<file path="config.mk">
export PLATFORM = sky130hd
export DESIGN_NAME = shc_reduce
export DESIGN_NICKNAME = d
export VERILOG_FILES = /design/src/rtl/shc_pkg.sv /design/src/rtl/shc_reduce.sv
export SDC_FILE = /design/constraint.sdc
export NUM_CORES = 1
export LEC_CHECK = 0
export BUFFER_PORTS_ARGS = -buffer_cell sky130_fd_sc_hd__buf_4
export CORE_UTILIZATION = 57
export DETAILED_ROUTE_END_ITERATION = 16
export PLACE_DENSITY = 0.92
export SETUP_SLACK_MARGIN = 0.3
export SLEW_MARGIN = 20
export SYNTH_ARGS = -nofsm -noshare
export SYNTH_HDL_FRONTEND = slang
export SYNTH_SLANG_ARGS = --single-unit
</file>
<file path="constraint.sdc">
create_clock -name clk -period 7.2 [get_ports clk]
set_input_delay 2.16 -clock clk [delete_from_list [all_inputs] [get_ports clk]]
set_output_delay 2.16 -clock clk [all_outputs]
set_load 0.02 [all_outputs]
</file>
<file path="src/rtl/shc_pkg.sv">
package shc_pkg;

    localparam int CORDIC_STAGES_DEF = 16;
    localparam int ATAN_ENTRIES      = 24;

    // Reduction works on Q.30 angles of up to eight radians.
    localparam int RW = 36;
    // CORDIC datapath width for x, y and the residual angle.
    localparam int XW = 34;
    localparam int ZW = 34;
    // Width handed to the 16-bit saturation helper.
    localparam int SATW = XW + 1;

    localparam logic signed [RW-1:0] PI_Q30      = 36'sd3373259426;
    localparam logic signed [RW-1:0] TWO_PI_Q30  = 36'sd6746518852;
    localparam logic signed [RW-1:0] HALF_PI_Q30 = 36'sd1686629713;
    localparam logic signed [XW-1:0] GAIN_Q30    = 34'sd652032874;

    localparam logic [2:0] REG_SPEED_TARGET   = 3'd0;
    localparam logic [2:0] REG_HEADING_TARGET = 3'd1;
    localparam logic [2:0] REG_SURGE_GAIN     = 3'd2;
    localparam logic [2:0] REG_THRUST_LIMIT   = 3'd3;
    localparam logic [2:0] REG_YAW_PROP_GAIN  = 3'd4;
    localparam logic [2:0] REG_YAW_DAMP_GAIN  = 3'd5;
    localparam logic [2:0] REG_MOMENT_LIMIT   = 3'd6;
    localparam logic [2:0] REG_HOLD_TIME_MS   = 3'd7;

    // Values carried beside the angle through reduction and rotation.
    typedef struct packed {
        logic signed [15:0] vx;
        logic signed [15:0] vl;
        logic signed [15:0] rate;
        logic signed [16:0] herr;
        logic               hold;
        logic               neg;
    } side_t;

    typedef struct packed {
        logic signed [15:0] speed_target;
        logic [15:0]        surge_gain;
        logic [15:0]        thrust_limit;
        logic [15:0]        yaw_prop_gain;
        logic [15:0]        yaw_damp_gain;
        logic [15:0]        moment_limit;
    } law_cfg_t;

    // round(atan(2^-i) * 2^30); stages past the table rotate by zero.
    function automatic logic [31:0] atan_q30(input int unsigned idx);
        logic [31:0] a;
        case (idx)
            0:       a = 32'd843314857;
            1:       a = 32'd497837829;
            2:       a = 32'd263043837;
            3:       a = 32'd133525159;
            4:       a = 32'd67021687;
            5:       a = 32'd33543516;
            6:       a = 32'd16775851;
            7:       a = 32'd8388437;
            8:       a = 32'd4194283;
            9:       a = 32'd2097149;
            10:      a = 32'd1048576;
            11:      a = 32'd524288;
            12:      a = 32'd262144;
            13:      a = 32'd131072;
            14:      a = 32'd65536;
            15:      a = 32'd32768;
            16:      a = 32'd16384;
            17:      a = 32'd8192;
            18:      a = 32'd4096;
            19:      a = 32'd2048;
            20:      a = 32'd1024;
            21:      a = 32'd512;
            22:      a = 32'd256;
            23:      a = 32'd128;
            default: a = 32'd0;
        endcase
        return a;
    endfunction

    function automatic logic signed [15:0] sat16(input logic signed [SATW-1:0] v);
        logic signed [15:0] r;
        if (v > $signed(SATW'(32767)))
        begin
            r = 16'sd32767;
        end
        else if (v < -$signed(SATW'(32768)))
        begin
            r = -16'sd32768;
        end
        else
        begin
            r = v[15:0];
        end
        return r;
    endfunction

endpackage

</file>
<file path="src/rtl/shc_reduce.sv">
module shc_reduce
    import shc_pkg::*;
(
    input  logic                 clk,
    input  logic                 rst_n,
    input  logic                 en,
    input  logic                 in_valid,
    input  logic signed [15:0]   heading,
    input  side_t                side_in,
    output logic                 out_valid,
    output logic signed [ZW-1:0] z_out,
    output side_t                side_out
);

    logic signed [RW-1:0] z0;
    logic signed [RW-1:0] wrap_next;
    logic signed [RW-1:0] wrap_reg;
    logic                 vld1_reg;
    side_t                side1_reg;
    logic signed [RW-1:0] fold_next;
    logic                 neg_next;
    logic signed [ZW-1:0] z2_reg;
    logic                 vld2_reg;
    side_t                side2_reg;
    side_t                side2_next;

    // The heading spans at most eight radians, so one turn of correction
    // always lands in [-pi, pi].
    always_comb
    begin
        z0 = $signed({{(RW-34){heading[15]}}, heading, 18'b0});
        if (z0 > PI_Q30)
        begin
            wrap_next = z0 - TWO_PI_Q30;
        end
        else if (z0 < -PI_Q30)
        begin
            wrap_next = z0 + TWO_PI_Q30;
        end
        else
        begin
            wrap_next = z0;
        end
    end

    // Fold into the right half plane; the rotated vector is negated later.
    always_comb
    begin
        side2_next = side1_reg;
        neg_next   = 1'b0;
        fold_next  = wrap_reg;
        if (wrap_reg > HALF_PI_Q30)
        begin
            fold_next = wrap_reg - PI_Q30;
            neg_next  = 1'b1;
        end
        else if (wrap_reg < -HALF_PI_Q30)
        begin
            fold_next = wrap_reg + PI_Q30;
            neg_next  = 1'b1;
        end
        side2_next.neg = neg_next;
    end

    always_ff @(posedge clk or negedge rst_n)
    begin
        if (!rst_n)
        begin
            vld1_reg <= 1'b0;
            vld2_reg <= 1'b0;
        end
        else if (en)
        begin
            vld1_reg <= in_valid;
            vld2_reg <= vld1_reg;
        end
    end

    always_ff @(posedge clk)
    begin
        if (en)
        begin
            wrap_reg  <= wrap_next;
            side1_reg <= side_in;
            z2_reg    <= fold_next[ZW-1:0];
            side2_reg <= side2_next;
        end
    end

    assign out_valid = vld2_reg;
    assign z_out     = z2_reg;
    assign side_out  = side2_reg;

endmodule

</file>
Yosys cells after proc, flatten, opt, wreduce, memory -nomap -nowiden
Index checks and enable logic that the tools add are counted.

operators by class
  add/subtract/negate cells = 4
  magnitude comparators = 4
  multiplexer cells = 5

operator list
  kind                      count
  $mux W36                  2
  $mux W34                  2
  $gt A36 B32 Y1 const B    1
  $lt A36 B32 Y1 const B    1
  $add A34 B34 Y35 const B  1
  $sub A34 B34 Y35 const B  1
  $add A34 B33 Y34 const B  1
  $gt A34 B33 Y1 const B    1
  $lt A34 B33 Y1 const B    1
  $sub A34 B33 Y34 const B  1
  $mux W1                   1

word-level totals
  register bits after elaboration = 205

Logic depth before layout (Yosys ltp)
Gate-level depths: netlist (run 1).

  depth after elaboration = 3
  mapped depth = 9

Worst setup path before layout (run 1)
Ideal clock, no wire load.

  kind = input to register
  start = in heading[0]
  end = reg wrap_reg[30] (data pin)
  setup time = 0.264 ns
  arrival time = 3.504 ns
  data required time = 6.936 ns
  setup slack = 3.432 ns
  cell stages on the path = 8
  path buffers = 1
  cell sequence = inv_1 ha_1 and3b_1 a211o_1 a21bo_2 buf_6 o31ai_4 xor2_1

between the ends
  longest elaborated chain between the ends = 3

ends and longest elaborated chain
  element                                                    RTL line                            source
  start: declaration                                         shc_reduce.sv:8                     input logic signed [15:0] heading,
  $add A34 B34 Y35 / $lt A34 B33 Y1 (equally long branches)  shc_reduce.sv:38, shc_reduce.sv:36
  $mux W36                                                   shc_reduce.sv:36                    else if (z0 < -PI_Q30)
  $mux W36 (*)                                               shc_reduce.sv:32                    if (z0 > PI_Q30)
  named net wrap_next[30]                                    shc_reduce.sv:16                    logic signed [RW-1:0] wrap_next;
  end signal: assignment                                     shc_reduce.sv:83                    wrap_reg <= wrap_next;
  end: declaration                                           shc_reduce.sv:17                    logic signed [RW-1:0] wrap_reg;

The timed path passes the listed nets; every way through them passes the cells marked *.
A chain may end at the register's enable or synchronous reset.

Worst setup path after layout (run 1)
  start = in heading[0]
  end = reg wrap_reg[32] (data pin)

The elaborated chain is that of the path after synthesis.

==> results of run 1 <==
cells in the final DEF (no fill, tap or decap), types with 4 or more instances in the layout:
cell                           n
sky130_fd_sc_hd__ha_1         14
sky130_fd_sc_hd__inv_1        14
sky130_fd_sc_hd__nand2_1      21
sky130_fd_sc_hd__mux2i_1       6
sky130_fd_sc_hd__a32oi_1       5
sky130_fd_sc_hd__a21o_1        4
sky130_fd_sc_hd__xor2_1       11
sky130_fd_sc_hd__nor2_1       14
sky130_fd_sc_hd__a211oi_1      4
sky130_fd_sc_hd__nand4_1       8
sky130_fd_sc_hd__o21ai_0      13
sky130_fd_sc_hd__a21oi_1      18
sky130_fd_sc_hd__buf_4       186
sky130_fd_sc_hd__clkbuf_16    17
sky130_fd_sc_hd__nand3_1      11
sky130_fd_sc_hd__and2_1        4
sky130_fd_sc_hd__o21ai_1       5
sky130_fd_sc_hd__xnor2_1      20
sky130_fd_sc_hd__clkinvlp_4    4
sky130_fd_sc_hd__edfxtp_1    179
sky130_fd_sc_hd__o211ai_1      4
sky130_fd_sc_hd__a211o_1       4
sky130_fd_sc_hd__nor3_1        8
kinds of logic after synthesis:
group | after synthesis
XOR/XNOR | 31
other | 1
multiplexers | 8
AO/OA/AOI/OAI | 106
adder cells (fa/ha/maj) | 14
AND/OR/NAND/NOR | 92
buffers and inverters | 52
flip-flops | 181
report_power, final:
| group | total (uW) | internal, uW | switching [uW] |
|---|---|---|---|
| combinational | 439 | 184 | 255 |
| clock | 894 | 492 | 402 |
| sequential | 1360 | 1290 | 73.0 |
stage by stage:
stage          cell area, um^2  std cells  utilization [%]  setup WS (ps)
2_1_floorplan             7620        485                -           3430
3_3_place_gp              9000        808             70.2           3110
3_5_place_dp              9000        808             70.2           3060
4_1_cts                   9570        840             74.7           3510
5_1_grt                   9580        840             74.7           3460
6_report                  9580        840             74.7           3520
path summary, 6_finish.rpt:
kind | startpoint | endpoint | slack [ps] | cells after the start
min in group asynchronous | rst_n | out_valid | 1500 | 1
max | heading[0] | wrap_reg[32] | 3520 | 8
max reg2reg | wrap_reg[17] | z_out[25] | 3960 | 6
min | side1_reg[6] | side_out[6] | 410 | 0
min reg2reg | side1_reg[6] | side_out[6] | 410 | 0
max in group asynchronous | rst_n | vld1_reg | 5610 | 1
synthesized netlist by cell type (all sizes together), types with 2 or more instances:
library cell  number
nand2b             4
nand3             12
a21oi             20
o211ai             6
a211o              4
or3                3
and4bb             2
edfxtp           179
o21bai             2
nand4b             2
buf               31
clkbuf             5
a21o               4
ha                14
o21ai             18
mux2               2
xor2              11
dfrtp              2
a31oi              3
xnor2             20
nand2             21
and4               2
o2bb2ai            2
o22ai              3
mux2i              6
nor4               2
a32o               2
inv               16
nand4              8
o211a              3
a41oi              2
a211oi             4
a2bb2oi            3
o32ai              3
a32oi              5
and2               5
nor2              14
a22oi              5
o31ai              6
nor3               8
final cells by class:
class,count,area [um^2],share of cell area [%]
clock buffer,20,447,4.66
multi-input combinational,252,1900,19.8
tap,172,215,2.25
sequential,181,5430,56.7
clock inverter,12,124,1.29
timing repair buffer,187,1410,14.7
inverter,16,60.1,0.627
metal layers:
layer  wire (um)  global-route usage, %  up-vias
li1            -                      -     2209
met1        6680                   32.8     2409
met2        9530                   47.0      329
met3        1480                   6.73       63
met4         564                   9.21        0
met5           0                      0        -
worst max-delay path, stage by stage:
cell and delay [ps]:
sky130_fd_sc_hd__buf_4 110, sky130_fd_sc_hd__inv_1 80, sky130_fd_sc_hd__ha_1 170, sky130_fd_sc_hd__and3b_1 180, sky130_fd_sc_hd__a211o_1 320, sky130_fd_sc_hd__a21bo_2 340, sky130_fd_sc_hd__o32ai_2 360, sky130_fd_sc_hd__xor2_1 110
==> results.rst, run 1 <==
.. list-table::
   :header-rows: 1

   * - Metric
     - Value
   * - Result of the run
     - finished clean
   * - Total Wirelength
     - approximately 18 mm
   * - CTS Buffer Depth
     - 2
   * - Count of pins over their slew limit
     - 0
   * - Largest net degree at the start of global routing
     - 130
   * - 1st-pass router iterations
     - 6
   * - Worst supply voltage drop on vdd
     - 227 uV
   * - Remaining global-route overflow
     - 0
   * - Layout Skew
     - 7.24 ps
   * - TritonCTS buffer count
     - 17
   * - Setup TNS
     - 0 ps
   * - # hold bufs at CTS
     - 0
   * - Area Overhead vs Synth
     - 25.7%
   * - Leading cell types by total area after synthesis
     - sky130_fd_sc_hd__edfxtp_1 (71%), sky130_fd_sc_hd__ha_1 (2.3%), sky130_fd_sc_hd__xnor2_1 (2.3%)
   * - Post-Syn Area per Cell
     - around 16 um^2
   * - Post-synth top area share
     - 70.6%
   * - Net count after synthesis
     - approximately 590
   * - Total of flip-flops plus latches after synthesis
     - around 180
   * - LEAKAGE
     - 0.00368 uW
   * - Wire length of the first global-routing pass
     - about 28 mm
   * - Sort of element at the start of the critical path
     - primary input
   * - Total via count after detailed routing
     - approximately 5000
   * - CORE AREA
     - 12800 um^2
   * - Full die area
     - roughly 14000 um^2
   * - Count of cell types in the netlist
     - 77
   * - Max Freq
     - 272 MHz
   * - RSZ-0062 raised after global routing
     - false
   * - Clock H-tree levels
     - 4
   * - Number of enable-type register cells in the synthesized netlist
     - roughly 180
   * - Gr usage total
     - a little over a quarter
   * - Remaining antenna violation count after routing
     - 0
   * - Netlist Area Pre-Place
     - 7620 um^2
   * - Final nets
     - 756
   * - Proportion of synthesized area in mux cells
     - 1.08%
   * - Die X
     - roughly 120 um
   * - Post-synthesis instance total
     - 485
   * - Number of diodes added for antenna fixing
     - 0
   * - Worst EP arrival
     - 3840 ps
   * - HPWL after detailed placement
     - 11.7 mm
   * - Top-level port count
     - roughly 190
   * - Portion of the post-synthesis area used by sequential elements
     - 71.2%
   * - CTS tree
     - built
   * - Total power divided by cell area
     - between 200 and 300 nW/um^2
   * - Total power
     - 2690 uW
   * - Minimum clock period
     - ~3700 ps
   * - First DRT Iteration DRCs
     - 753
   * - Fraction of final layout cells with drive strength greater than 1
     - 35.9%
   * - Average wire per standard cell
     - 21.7 um
   * - Starting Density
     - 59.4%
   * - Root Buffer
     - sky130_fd_sc_hd__clkbuf_16
   * - Largest area contributor in the netlist
     - sky130_fd_sc_hd__edfxtp_1
   * - Fraction of registers with async set/reset
     - about 1.1%
   * - Row count
     - 41
   * - Clock slew at the register clock pins of the worst setup and hold paths
     - 70 ps
   * - Vias in the first global route
     - 4872
   * - Hold Slack
     - 415 ps
   * - Per-cell via count in the routed design
     - 5.96
   * - Synth Area in Simple Gates
     - 7.19%
   * - Clock latency reported for the late side of the worst-skew pair
     - between 400 and 500 ps
   * - Post-CTS Resized
     - 0
   * - Path type of the worst min-delay path
     - reg -> reg
   * - Number of antenna violations at the first check in global routing
     - 0
   * - Share of the synthesized area in compound gates (AO/OA/AOI/OAI)
     - 10.7%
   * - Actual slew at the worst max-slew pin
     - about 1100 ps
   * - Final cycle utilization of the critical path
     - 51.1%
   * - Main combinational cell family by area after synthesis
     - compound AO/OA/AOI/OAI gates
   * - Post-CTS repair timing setup buffer count
     - 0
   * - DR DRC count
     - 0
   * - XOR/XNOR share of the synthesized area
     - 3.56%
   * - Number of maximum-capacitance constraint violations
     - 0
   * - Count of input and output buffers
     - 186
   * - CP endpoint kind
     - register
   * - Total number of clock tree sinks
     - 181
   * - Worst Setup Path Type
     - in -> reg
   * - Die height
     - 118 um
   * - Final hold violation count
     - 0
   * - Number of setup violations in the final report
     - 0
   * - Adder-cell area share of the yosys netlist
     - 2.30%
   * - Remaining max-slew budget at the tightest pin
     - 28.3%
   * - Final-layout fill cell count
     - about 730
   * - GPL Wtd Cong
     - 0.844
   * - Count of yosys warnings during synthesis
     - 0
   * - Required time at the worst-slack endpoint
     - 7370 ps
   * - Worst-path maximum fanout
     - 12
   * - Prevailing post-synth register cell
     - sky130_fd_sc_hd__edfxtp_1
Power figures use the tool's default switching activity.
==> run 2, diff against run 1 <==
Settings changed: ABC_AREA set to 1, CORE_UTILIZATION 57 to 54, PLACE_DENSITY 0.92 to 0.87.
Clock period 7.2 ns to 3.7 ns, I/O delays scaled along.
==> results.rst, run 2 <==
.. list-table::
   :header-rows: 1

   * - Metric
     - Value
   * - Result of the run
     - finished clean
   * - Wire length of the first global-routing pass
     - 28.2 mm
   * - Remaining antenna violation count after routing
     - 0
   * - Number of standard cells in the layout, taps in and fillers out
     - 1228
   * - Clock latency reported for the late side of the worst-skew pair
     - 430 ps
   * - CORE AREA
     - approximately 15000 um^2
   * - Top-level port count
     - 189
   * - Number of maximum-capacitance constraint violations
     - 0
   * - Number of antenna violations at the first check in global routing
     - 0
   * - Fraction of power spent switching nets
     - between 20% and 30%
   * - Portion of the post-synthesis area used by sequential elements
     - 64.0%
   * - Post-CTS repair timing setup buffer count
     - 0
   * - Total number of clock tree sinks
     - between 150 and 200
   * - Starting Density
     - between 50% and 60%
   * - Row count
     - 45
   * - GPL Wtd Cong
     - 0.931
   * - Post-Place Cells
     - 1196
   * - Post-synth top cells
     - sky130_fd_sc_hd__nand2_1 (265), sky130_fd_sc_hd__edfxtp_1 (179), sky130_fd_sc_hd__nor2_1 (86)
   * - Netlist Area Pre-Place
     - 8470 um^2
   * - Area after detailed placement
     - 9950 um^2
   * - Remaining global-route overflow
     - 0
   * - Total via count after detailed routing
     - about 6200
   * - TritonCTS buffer count
     - 17
   * - Final setup slack of the worst path
     - 821 ps
   * - Clock H-tree levels
     - 4
   * - Full die area
     - 16200 um^2
   * - Count of cell types in the netlist
     - 39
   * - # hold bufs at CTS
     - 0
   * - 1st-pass router iterations
     - 5
   * - Fraction of registers with async set/reset
     - under 10%
   * - Number of setup violations in the final report
     - 0
   * - Count of pins over their slew limit
     - 0
   * - Hold Slack
     - approximately 420 ps
   * - Die height
     - 127 um
   * - Clk network pwr share
     - 35.2%
   * - Commonest cells after routing, fill and taps aside
     - sky130_fd_sc_hd__nand2_1 (265), sky130_fd_sc_hd__buf_4 (185), sky130_fd_sc_hd__edfxtp_1 (179)
   * - Area Overhead vs Synth
     - 24.8%
   * - Final nets
     - 1105
   * - Average wire per standard cell
     - 14.4 um
   * - Actual slew at the worst max-slew pin
     - 542 ps
   * - Die X
     - 127 um
   * - Per-cell via count in the routed design
     - 5.08
   * - Cells on Worst Hold Path
     - 0
   * - Worst EP arrival
     - 3070 ps
   * - CTS tree
     - built
   * - Max Freq
     - 347 MHz
   * - HPWL after detailed placement
     - ~13 mm
   * - Prevailing post-synth register cell
     - sky130_fd_sc_hd__edfxtp_1
   * - Final Cell Area
     - 10600 um^2
   * - Post-Syn Area per Cell
     - 10.2 um^2
   * - Total Wirelength
     - around 18 mm
   * - Worst Setup Path Type
     - reg -> reg
   * - Clock slew at the register clock pins of the worst setup and hold paths
     - 60 ps
   * - Worst supply voltage drop on vdd
     - 344 uV
   * - Post-CTS Resized
     - 0
   * - Net count after synthesis
     - 930
   * - Sort of element at the start of the critical path
     - register
   * - RSZ-0062 raised after global routing
     - false
   * - Final cycle utilization of the critical path
     - between 70% and 80%
   * - Total power divided by cell area
     - 505 nW/um^2
   * - Post-synthesis instance total
     - 829
   * - First DRT Iteration DRCs
     - 472
   * - Largest net degree at the start of global routing
     - 67
   * - Root Buffer
     - sky130_fd_sc_hd__clkbuf_16
   * - Number of enable-type register cells in the synthesized netlist
     - 179
   * - Fraction of final layout cells with drive strength greater than 1
     - 23.7%
   * - LEAKAGE
     - ~0.0047 uW
   * - Largest area contributor in the netlist
     - sky130_fd_sc_hd__edfxtp_1
   * - Final hold violation count
     - 0
   * - Combinational share of power
     - between 15 and 20%
   * - DR DRC count
     - 0
   * - Layout Skew
     - 9.40 ps
   * - Gr usage total
     - 22.7%
   * - Total of flip-flops plus latches after synthesis
     - approximately 180
   * - Post-synth top area share
     - 63.4%
   * - Most common cell in the synthesized netlist
     - sky130_fd_sc_hd__nand2_1
   * - Leading cell type in the layout, fill and taps excluded
     - sky130_fd_sc_hd__nand2_1
   * - Setup TNS
     - 0 ps
   * - Count of yosys warnings during synthesis
     - 0
   * - Required time at the worst-slack endpoint
     - 3890 ps
   * - CTS Buffer Depth
     - 2
   * - Leading cell types by total area after synthesis
     - sky130_fd_sc_hd__edfxtp_1 (63%), sky130_fd_sc_hd__nand2_1 (12%), sky130_fd_sc_hd__nor2_1 (3.8%)
   * - Sequential cell fraction of total power
     - 48.4%
   * - Minimum clock period
     - 2880 ps
   * - Internal
     - 3930 uW
   * - CP endpoint kind
     - register
   * - Number of diodes added for antenna fixing
     - 0
   * - Vias in the first global route
     - 5832
   * - Worst-path maximum fanout
     - 21
   * - Path type of the worst min-delay path
     - reg -> reg
   * - Placement Setup Slack
     - between 700 and 800 ps
   * - Switching power summed over all nets
     - 1410 uW
   * - Remaining max-slew budget at the tightest pin
     - 63.8%
   * - Count of input and output buffers
     - 186
   * - Worst reg2reg path depth
     - 9
==> run 2: critical path: stages, from the launching register on <==
cell and delay, ps:
sky130_fd_sc_hd__edfxtp_1 560, sky130_fd_sc_hd__inv_1 280, sky130_fd_sc_hd__ha_1 340, sky130_fd_sc_hd__a31oi_1 180, sky130_fd_sc_hd__nand3_1 120, sky130_fd_sc_hd__nand3_2 410
sky130_fd_sc_hd__inv_2 430, sky130_fd_sc_hd__nand2_1 150, sky130_fd_sc_hd__nand3_1 100, sky130_fd_sc_hd__nand2_1 50
==> run 2: layer usage <==
metal | global-route usage (%) | share of wire, % | vias up
li1 | - | - | 3105
met5 | 0 | 0 | -
met2 | 40.5 | 51 | 247
met4 | 7.84 | 1.6 | 0
met1 | 28.1 | 41 | 2866
met3 | 3.52 | 5.9 | 22
==> run 2: through the flow <==
stage	total power, uW	utilization (%)
finish	5340	69.3
global route	5550	69.3
CTS	5360	69.3
detailed placement	3490	65.2
global placement	3470	65.2
floorplan	3150	-
==> run 2: final timing paths <==
kind                               start           end  slack (ps)
setup / recovery            wrap_reg[17]     z_out[29]         820
hold / removal             side1_reg[58]  side_out[58]         420
setup reg to reg            wrap_reg[17]     z_out[29]         820
hold reg to reg            side1_reg[58]  side_out[58]         420
max in group asynchronous          rst_n     out_valid        3160
min in group asynchronous          rst_n      vld1_reg         450
==> run 2: power groups by stage <==
stage | Clock [uW] | Combinational, uW | Sequential, uW
2_1_floorplan | 0 | 452 | 2700
3_3_place_gp | 0 | 853 | 2610
3_5_place_dp | 0 | 867 | 2630
4_1_cts | 1900 | 874 | 2580
5_1_grt | 1980 | 970 | 2600
6_report | 1880 | 877 | 2590
==> run 2: cell families (layout without fill, tap and decap cells) <==
family | count (synthesis) | count (layout) | synth area share, %
and+or+nand+nor | 434 | 434 | 21.0
DFF | 181 | 181 | 64.0
buffers and inverters | 108 | 296 | 6.07
AOI/OAI and AO/OA | 67 | 67 | 4.25
xor gates and xnor gates | 24 | 24 | 2.48
adders and majority gates | 14 | 14 | 2.07
other | 1 | 1 | 0.0443
==> run 2: final cells by class <==
class	instances	area (um^2)
clock buffer	21	460
clock inverter	11	165
fill	1081	4680
inverter	76	288
multi-input combinational	540	2530
sequential	181	5430
tap	211	264
timing repair buffer	188	1440
